$ cat src/hw/rtl/srb_pkg.sv
// ----------------------------------------------------------------------------
// srb_pkg
// Shared types and field widths for the sequence reorder buffer.
// ----------------------------------------------------------------------------
`default_nettype none

package srb_pkg;

   localparam int SEQ_W = 8;
   localparam int PAY_W = 32;

   typedef logic [SEQ_W-1:0] seq_type;
   typedef logic [PAY_W-1:0] pay_type;

   // contents of one window slot
   typedef struct packed {
      logic    valid;
      pay_type payload;
   } slot_type;

endpackage

`default_nettype wire

$ cat src/hw/rtl/srb_if.sv
// ----------------------------------------------------------------------------
// srb_req_if / srb_rsp_if
// Valid/ready channels for arriving messages and released messages.
// ----------------------------------------------------------------------------
`default_nettype none

interface srb_req_if;
   import srb_pkg::*;

   logic    valid;
   logic    ready;
   seq_type seq_number;
   pay_type payload;

   modport source (output valid, output seq_number, output payload, input ready);
   modport sink (input valid, input seq_number, input payload, output ready);
endinterface

interface srb_rsp_if;
   import srb_pkg::*;

   logic    valid;
   logic    ready;
   seq_type out_seq;
   pay_type out_payload;
   logic    last_of_run;
   logic    out_of_window;

   modport source (output valid, output out_seq, output out_payload,
                   output last_of_run, output out_of_window, input ready);
   modport sink (input valid, input out_seq, input out_payload,
                 input last_of_run, input out_of_window, output ready);
endinterface

`default_nettype wire

$ cat src/hw/rtl/srb_cell.sv
// ----------------------------------------------------------------------------
// srb_cell
// One window slot; loads an arriving message or takes its upper neighbor.
// ----------------------------------------------------------------------------
`default_nettype none

module srb_cell (
   input  wire logic              clock,
   input  wire logic              reset,
   input  wire logic              write_en,
   input  wire srb_pkg::pay_type  write_payload,
   input  wire logic              shift_en,
   input  wire srb_pkg::slot_type upper,
   output      srb_pkg::slot_type slot
);
   import srb_pkg::*;

   logic    valid_ff;
   logic    valid_in;
   pay_type payload_ff;
   pay_type payload_in;

   always_comb begin
      valid_in   = valid_ff;
      payload_in = payload_ff;
      if (shift_en) begin
         valid_in   = upper.valid;
         payload_in = upper.payload;
      end else if (write_en) begin
         valid_in   = 1'b1;
         payload_in = write_payload;
      end
   end

   always_ff @(posedge clock) begin
      if (reset) begin
         valid_ff <= 1'b0;
      end else begin
         valid_ff <= valid_in;
      end
   end

   always_ff @(posedge clock) begin
      payload_ff <= payload_in;
   end

   assign slot = {valid_ff, payload_ff};

endmodule

`default_nettype wire

$ cat src/hw/rtl/sequence_reorder_buffer_core.sv
// ----------------------------------------------------------------------------
// sequence_reorder_buffer_core
// Reorder window of DEPTH slots; releases messages in sequence order.
// ----------------------------------------------------------------------------
//  channel   dir  fields
//  req_chan  in   seq_number, payload
//  rsp_chan  out  out_seq, out_payload, last_of_run, out_of_window
//
//  slot 0 holds next_expected; each release shifts the chain down one slot
//  an item is taken, then each release it causes shifts the chain in turn; the next
//  item is taken once slot 0 is empty and the output register is free
//  an out-of-window item gives one flagged result and leaves the window as is
//  synchronous reset empties all slots and zeroes next_expected
//  a stalled rsp_chan holds the output register and pauses the chain
// ----------------------------------------------------------------------------
`default_nettype none

module sequence_reorder_buffer_core #(
   parameter int DEPTH    = 16,
   parameter int SEQ_BITS = 8
) (
   input wire logic  clock,
   input wire logic  reset,
   srb_req_if.sink   req_chan,
   srb_rsp_if.source rsp_chan
);
   import srb_pkg::*;

   localparam int CW = SEQ_BITS + SEQ_W;

   slot_type            slots [DEPTH];
   logic [DEPTH-1:0]    write_en;
   logic [SEQ_BITS-1:0] next_exp_ff;
   logic [SEQ_BITS-1:0] next_exp_in;
   logic [CW-1:0]       seq_wide;
   logic [CW-1:0]       seq_kept;
   logic [CW-1:0]       exp_wide;
   logic [SEQ_BITS-1:0] seq_in;
   logic [SEQ_BITS-1:0] offset;
   logic                in_window;
   logic                out_free;
   logic                drain;
   logic                accept;

   logic    rsp_valid_ff, rsp_valid_in;
   seq_type rsp_seq_ff, rsp_seq_in;
   pay_type rsp_payload_ff, rsp_payload_in;
   logic    rsp_last_ff, rsp_last_in;
   logic    rsp_oow_ff, rsp_oow_in;

   assign seq_wide  = CW'(req_chan.seq_number);
   assign seq_in    = seq_wide[SEQ_BITS-1:0];
   assign seq_kept  = CW'(seq_in);
   assign exp_wide  = CW'(next_exp_ff);
   assign offset    = seq_in - next_exp_ff;
   assign in_window = CW'(offset) < CW'(DEPTH);

   assign out_free       = !rsp_valid_ff || rsp_chan.ready;
   assign drain          = slots[0].valid && out_free;
   assign req_chan.ready = !slots[0].valid && out_free;
   assign accept         = req_chan.valid && req_chan.ready;

   for (genvar i = 0; i < DEPTH; i++) begin : g_cell
      slot_type upper;

      if (i == DEPTH - 1) begin : g_top
         assign upper = '0;
      end else begin : g_mid
         assign upper = slots[i+1];
      end

      assign write_en[i] = accept && in_window && (CW'(offset) == CW'(i));

      srb_cell u_cell (
         .clock         (clock),
         .reset         (reset),
         .write_en      (write_en[i]),
         .write_payload (req_chan.payload),
         .shift_en      (drain),
         .upper         (upper),
         .slot          (slots[i])
      );
   end

   always_comb begin
      next_exp_in    = next_exp_ff;
      rsp_valid_in   = rsp_valid_ff;
      rsp_seq_in     = rsp_seq_ff;
      rsp_payload_in = rsp_payload_ff;
      rsp_last_in    = rsp_last_ff;
      rsp_oow_in     = rsp_oow_ff;
      if (drain) begin
         next_exp_in    = next_exp_ff + 1'b1;
         rsp_valid_in   = 1'b1;
         rsp_seq_in     = exp_wide[SEQ_W-1:0];
         rsp_payload_in = slots[0].payload;
         rsp_last_in    = !slots[1].valid;
         rsp_oow_in     = 1'b0;
      end else if (accept && !in_window) begin
         rsp_valid_in   = 1'b1;
         rsp_seq_in     = seq_kept[SEQ_W-1:0];
         rsp_payload_in = '0;
         rsp_last_in    = 1'b0;
         rsp_oow_in     = 1'b1;
      end else if (rsp_chan.ready) begin
         rsp_valid_in   = 1'b0;
      end
   end

   always_ff @(posedge clock) begin
      if (reset) begin
         next_exp_ff  <= '0;
         rsp_valid_ff <= 1'b0;
      end else begin
         next_exp_ff  <= next_exp_in;
         rsp_valid_ff <= rsp_valid_in;
      end
   end

   always_ff @(posedge clock) begin
      rsp_seq_ff     <= rsp_seq_in;
      rsp_payload_ff <= rsp_payload_in;
      rsp_last_ff    <= rsp_last_in;
      rsp_oow_ff     <= rsp_oow_in;
   end

   assign rsp_chan.valid         = rsp_valid_ff;
   assign rsp_chan.out_seq       = rsp_seq_ff;
   assign rsp_chan.out_payload   = rsp_payload_ff;
   assign rsp_chan.last_of_run   = rsp_last_ff;
   assign rsp_chan.out_of_window = rsp_oow_ff;

endmodule

`default_nettype wire
$ cat src/flat_wrapper.sv
// flat-port wrapper written by rule: the top's interface ports become plain ports
module sequence_reorder_buffer_core_flat import srb_pkg::*;
#(
   parameter int DEPTH    = 16,
   parameter int SEQ_BITS = 8
)
  (clock, reset, req_chan_valid, req_chan_seq_number, req_chan_payload, req_chan_ready, rsp_chan_valid, rsp_chan_out_seq, rsp_chan_out_payload, rsp_chan_last_of_run, rsp_chan_out_of_window, rsp_chan_ready);
  srb_req_if req_chan_i ();
  srb_rsp_if rsp_chan_i ();
  input wire logic clock;
  input wire logic reset;
  input wire logic [$bits(req_chan_i.valid)-1:0] req_chan_valid;
  input wire logic [$bits(req_chan_i.seq_number)-1:0] req_chan_seq_number;
  input wire logic [$bits(req_chan_i.payload)-1:0] req_chan_payload;
  output wire logic [$bits(req_chan_i.ready)-1:0] req_chan_ready;
  output wire logic [$bits(rsp_chan_i.valid)-1:0] rsp_chan_valid;
  output wire logic [$bits(rsp_chan_i.out_seq)-1:0] rsp_chan_out_seq;
  output wire logic [$bits(rsp_chan_i.out_payload)-1:0] rsp_chan_out_payload;
  output wire logic [$bits(rsp_chan_i.last_of_run)-1:0] rsp_chan_last_of_run;
  output wire logic [$bits(rsp_chan_i.out_of_window)-1:0] rsp_chan_out_of_window;
  input wire logic [$bits(rsp_chan_i.ready)-1:0] rsp_chan_ready;
  assign req_chan_i.valid = req_chan_valid;
  assign req_chan_i.seq_number = req_chan_seq_number;
  assign req_chan_i.payload = req_chan_payload;
  assign req_chan_ready = req_chan_i.ready;
  assign rsp_chan_valid = rsp_chan_i.valid;
  assign rsp_chan_out_seq = rsp_chan_i.out_seq;
  assign rsp_chan_out_payload = rsp_chan_i.out_payload;
  assign rsp_chan_last_of_run = rsp_chan_i.last_of_run;
  assign rsp_chan_out_of_window = rsp_chan_i.out_of_window;
  assign rsp_chan_i.ready = rsp_chan_ready;
  sequence_reorder_buffer_core #(.DEPTH(DEPTH), .SEQ_BITS(SEQ_BITS)) u_core (.clock(clock), .reset(reset), .req_chan(req_chan_i), .rsp_chan(rsp_chan_i));
endmodule
$ cat config.mk
export PLATFORM = sky130hd
export DESIGN_NAME = sequence_reorder_buffer_core_flat
export DESIGN_NICKNAME = d
export VERILOG_FILES = /design/src/hw/rtl/srb_pkg.sv /design/src/hw/rtl/srb_if.sv /design/src/hw/rtl/srb_cell.sv /design/src/hw/rtl/sequence_reorder_buffer_core.sv /design/src/flat_wrapper.sv
export SDC_FILE = /design/constraint.sdc
export NUM_CORES = 1
export LEC_CHECK = 0
export ABC_AREA = 1
export BUFFER_PORTS_ARGS = -buffer_cell sky130_fd_sc_hd__buf_2
export CAP_MARGIN = 30
export CORE_UTILIZATION = 50
export DETAILED_ROUTE_END_ITERATION = 8
export GPL_ROUTABILITY_DRIVEN = 0
export PLACE_DENSITY = 0.67
export SLEW_MARGIN = 15
export SYNTH_ARGS = -nofsm -noshare
export SYNTH_HDL_FRONTEND = slang
export SYNTH_SLANG_ARGS = --single-unit
export TNS_END_PERCENT = 30
$ cat constraint.sdc
create_clock -name clock -period 7.46 [get_ports clock]
set_clock_uncertainty 0.2 [all_clocks]
set_input_delay 1.492 -clock clock [delete_from_list [all_inputs] [get_ports clock]]
set_output_delay 1.492 -clock clock [all_outputs]
set_load 0.02 [all_outputs]
==> out/metrics.cfg <==
[worst_setup_path]
r2r_start = u_core.next_exp_ff[0]$_SDFFE_PP0P_
reg2reg_to = u_core.g_cell[7].u_cell.payload_ff[18]$_DFFE_PP_
start_kind = primary input
crit_required_ps = 7560
rrSetupSlack_ps = 4230
critPathKind = primary input to flop
critPathCaptureType = flop
r2r_cells = 12
arrival_ps = 3920
path_max_fanout = 22

[sta]
fin_crit_sh_pct = 51.26
final.setup.tns_ps = 0
worst_hold_slack_ps = 253.1
period_minus_slack_ps = 3824
timing.fmax_mhz = 261.5
rsz0062_at_grt = no
slew_headroom_pct = 40.17
report.final.slew_viol_count = 0
setup-violations-final = 0
worst_pin_slew_ps = 897.4
hold_viol = 0

[yosys]
synthDistinctLibCells = 23
synth_area_per_cell_um2 = 10.67
synthFlopType = edfxtp_1
synth_edf_count = 521
synth_most_common_cell = nand2_1
synth-seq-cells = 579
yosys.area.top_type = edfxtp_1
yosys.area.top_type_share_pct = 67.76
syn-num-nets = 2217
netlist_area_um2 = 23090
synthArstFlopShare_pct = 0
yosysSeqAreaShare_pct = 72.79
syn_inst = 2163
yosys-top-cells-area = edfxtp_1 (68%), nand2_1 (17%), dfxtp_1 (5.0%), inv_1 (2.3%), nor2_1 (2.0%)
yosys_warnings = 0
synth_commonest_cells = nand2_1 (1074), edfxtp_1 (521), inv_1 (139)

[layout]
n_antenna_cell = 0
final_area_um2 = 25870
drive_above_1_share_pct = 8.525
final.fill_count = 3680
fin_nets = 2269
final_cells = 2864
syn_to_final_growth_pct = 12.02

[pwr]
p_switching_mw = 1.401
p_per_area_nw_per_um2 = 260.3
p_total_mw = 6.733
p_clk_share_pct = 41.2
p_comb_share_pct = 4.8
leakage_nw = 10.40
peakVddDrop_v = 0.0001766
seq_power_share_pct = 54.0
switching_share_pct = 20.81
internal_power_mw = 5.332

[outcome]
status = finished, final reports clean

[place]
dp.cells = 2755
portBuffers = 87
place.detailed.hpwl_mm = 22.41
place_area_um2 = 24020

[clocking]
cts_tree = built
clk_pin_slew_ps = 60
htreeDepth = 2
cts_resized = 0
cts_max_path_buffers = 3
numCtsBuffers = 57
post_cts_buffers = 0
cts.sinks = 579
clk_latency_ps = 600
ctsHoldBuffers = 0
cts_root_buffer = clkbuf_16

[route]
routed_wl_mm = 35.74
wl_per_cell_um = 12.48
firstDrtPassIters = 6
antenna_left = 0
first_iter_violations = 979
vias = 13610
drc = 0
viasPerCell = 4.752

[hold_path]
hold_path_class = flop to flop
hold_depth = 2
min_to = u_core.g_cell[15].u_cell.valid_ff$_SDFFE_PP0P_
min-delay-start = u_core.g_cell[15].u_cell.valid_ff$_SDFFE_PP0P_

[floorplan]
die_h_um = 216.9
start_util_pct = 50.77
ios = 88
row_count = 78
die_area_um2 = 47040
core_area_um2 = 45480
fp.dieW_um = 216.9

[global_routing]
grt_pass1_vias = 12600
grtUsageTotal_pct = 15.50
grt_max_degree = 228
grt-ovfl-total = 0
antenna_found_initial = 0
grt_pass1_wl_mm = 60.17

[run]
drv_cap = 0

routing by layer:
layer / share of wire (%) / wire, um / GRT usage, % / vias up
li1: - / - / - / 7080
met1: 50 / 17790 / 22.06 / 6236
met2: 44 / 15610 / 24.18 / 234
met3: 4.2 / 1494 / 2.865 / 61
met4: 2.4 / 846 / 5.117 / 0
met5: 0 / 0 / 0 / -
cell families (layout without fill, tap and decap cells):
group | count (synthesis) | in the layout | synth area share, %
DFF | 579 | 579 | 72.79
buffers and inverters | 255 | 356 | 4.292
and+or+nand+nor | 1245 | 1245 | 20.68
xor gates and xnor gates | 3 | 3 | 0.1138
AOI/OAI and AO/OA | 71 | 71 | 1.555
adders and majority gates | 10 | 10 | 0.5744
placed cells by master, fill, tap and decap left out, types with 2 or more instances in the layout:
cell type  instances
inv_1            139
clkbuf_8           3
inv_6              2
nand4_1           16
o21ai_0           57
clkinv_2           8
clkinv_1          17
buf_12             3
edfxtp_1         521
nand3_1           23
nor2_4             2
a21oi_1           13
nand2_1         1072
buf_8              3
ha_1               9
buf_4             14
xor2_1             3
clkbuf_16         59
nor3_1             5
dfxtp_1           58
bufinv_16          4
clkbuf_1          14
buf_2             87
nor2_1           123
worst max-delay path by stage:
| stage | from | to | slack, ps | cells past startpoint |
|---|---|---|---|---|
| after floorplan | req_chan_seq_number[0] | u_core.rsp_chan.last_of_run$_SDFFCE_PN0P_ | 2990 | 14 |
| after global placement | req_chan_seq_number[0] | u_core.g_cell[7].u_cell.payload_ff[14]$_DFFE_PP_ | 2720 | 13 |
| after detailed placement | req_chan_seq_number[0] | u_core.rsp_chan.out_payload[14]$_SDFFCE_PN0P_ | 2840 | 14 |
| after CTS | req_chan_seq_number[0] | u_core.rsp_chan.out_payload[5]$_SDFFCE_PN0P_ | 3470 | 14 |
| after global routing | req_chan_seq_number[0] | u_core.g_cell[7].u_cell.payload_ff[5]$_DFFE_PP_ | 3420 | 15 |
| final | req_chan_seq_number[0] | u_core.g_cell[7].u_cell.payload_ff[18]$_DFFE_PP_ | 3640 | 14 |
final cells by class:
type	instances	area (um^2)	area share (%)
clock inverters	32	254.0	0.9820
repair buffers	107	645.6	2.496
flip-flops and latches	579	16810	64.97
clock buffers	76	1570	6.071
well taps	600	750.7	2.902
inverters	141	536.8	2.075
multi-input cells	1329	5303	20.50
metrics by stage:
stage / worst slack (ps) / utilization [%]
floorplan: 2992 / -
global placement: 2717 / 52.72
detailed placement: 2839 / 52.82
CTS: 3470 / 56.83
global route: 3424 / 56.88
finish: 3636 / 56.88
sequential cells by signal (all words and copies together) (netlist names):
| register | cells |
|---|---|
| u_core.g_cell.u_cell.valid_ff | 16 |
| u_core.rsp_chan.last_of_run | 1 |
| u_core.rsp_chan.out_payload | 32 |
| u_core.g_cell.u_cell.payload_ff | 512 |
| u_core.rsp_chan.out_seq | 8 |
| u_core.rsp_chan.out_of_window | 1 |
| u_core.next_exp_ff | 8 |
| u_core.rsp_chan.valid | 1 |
worst max-delay path: stages:
cell     delay, ps
buf_2           90
inv_1           90
ha_1           150
inv_1           50
fa_1           390
nand2_1         90
nand2_1         80
nand2_1         90
xor2_1         140
nand2_1        100
nor2_4         300
nand4_1        180
nand2_1        390
buf_8          260
power by group through the flow:
stage | logic [mW] | clock network, mW | registers (mW)
final | 0.322 | 2.77 | 3.64
after floorplan | 0.213 | 0 | 3.73
after global routing | 0.377 | 2.96 | 3.64
after detailed placement | 0.320 | 0 | 3.71
after global placement | 0.305 | 0 | 3.70
after CTS | 0.322 | 2.84 | 3.64
No activity file was read; power rests on OpenSTA's default activity.
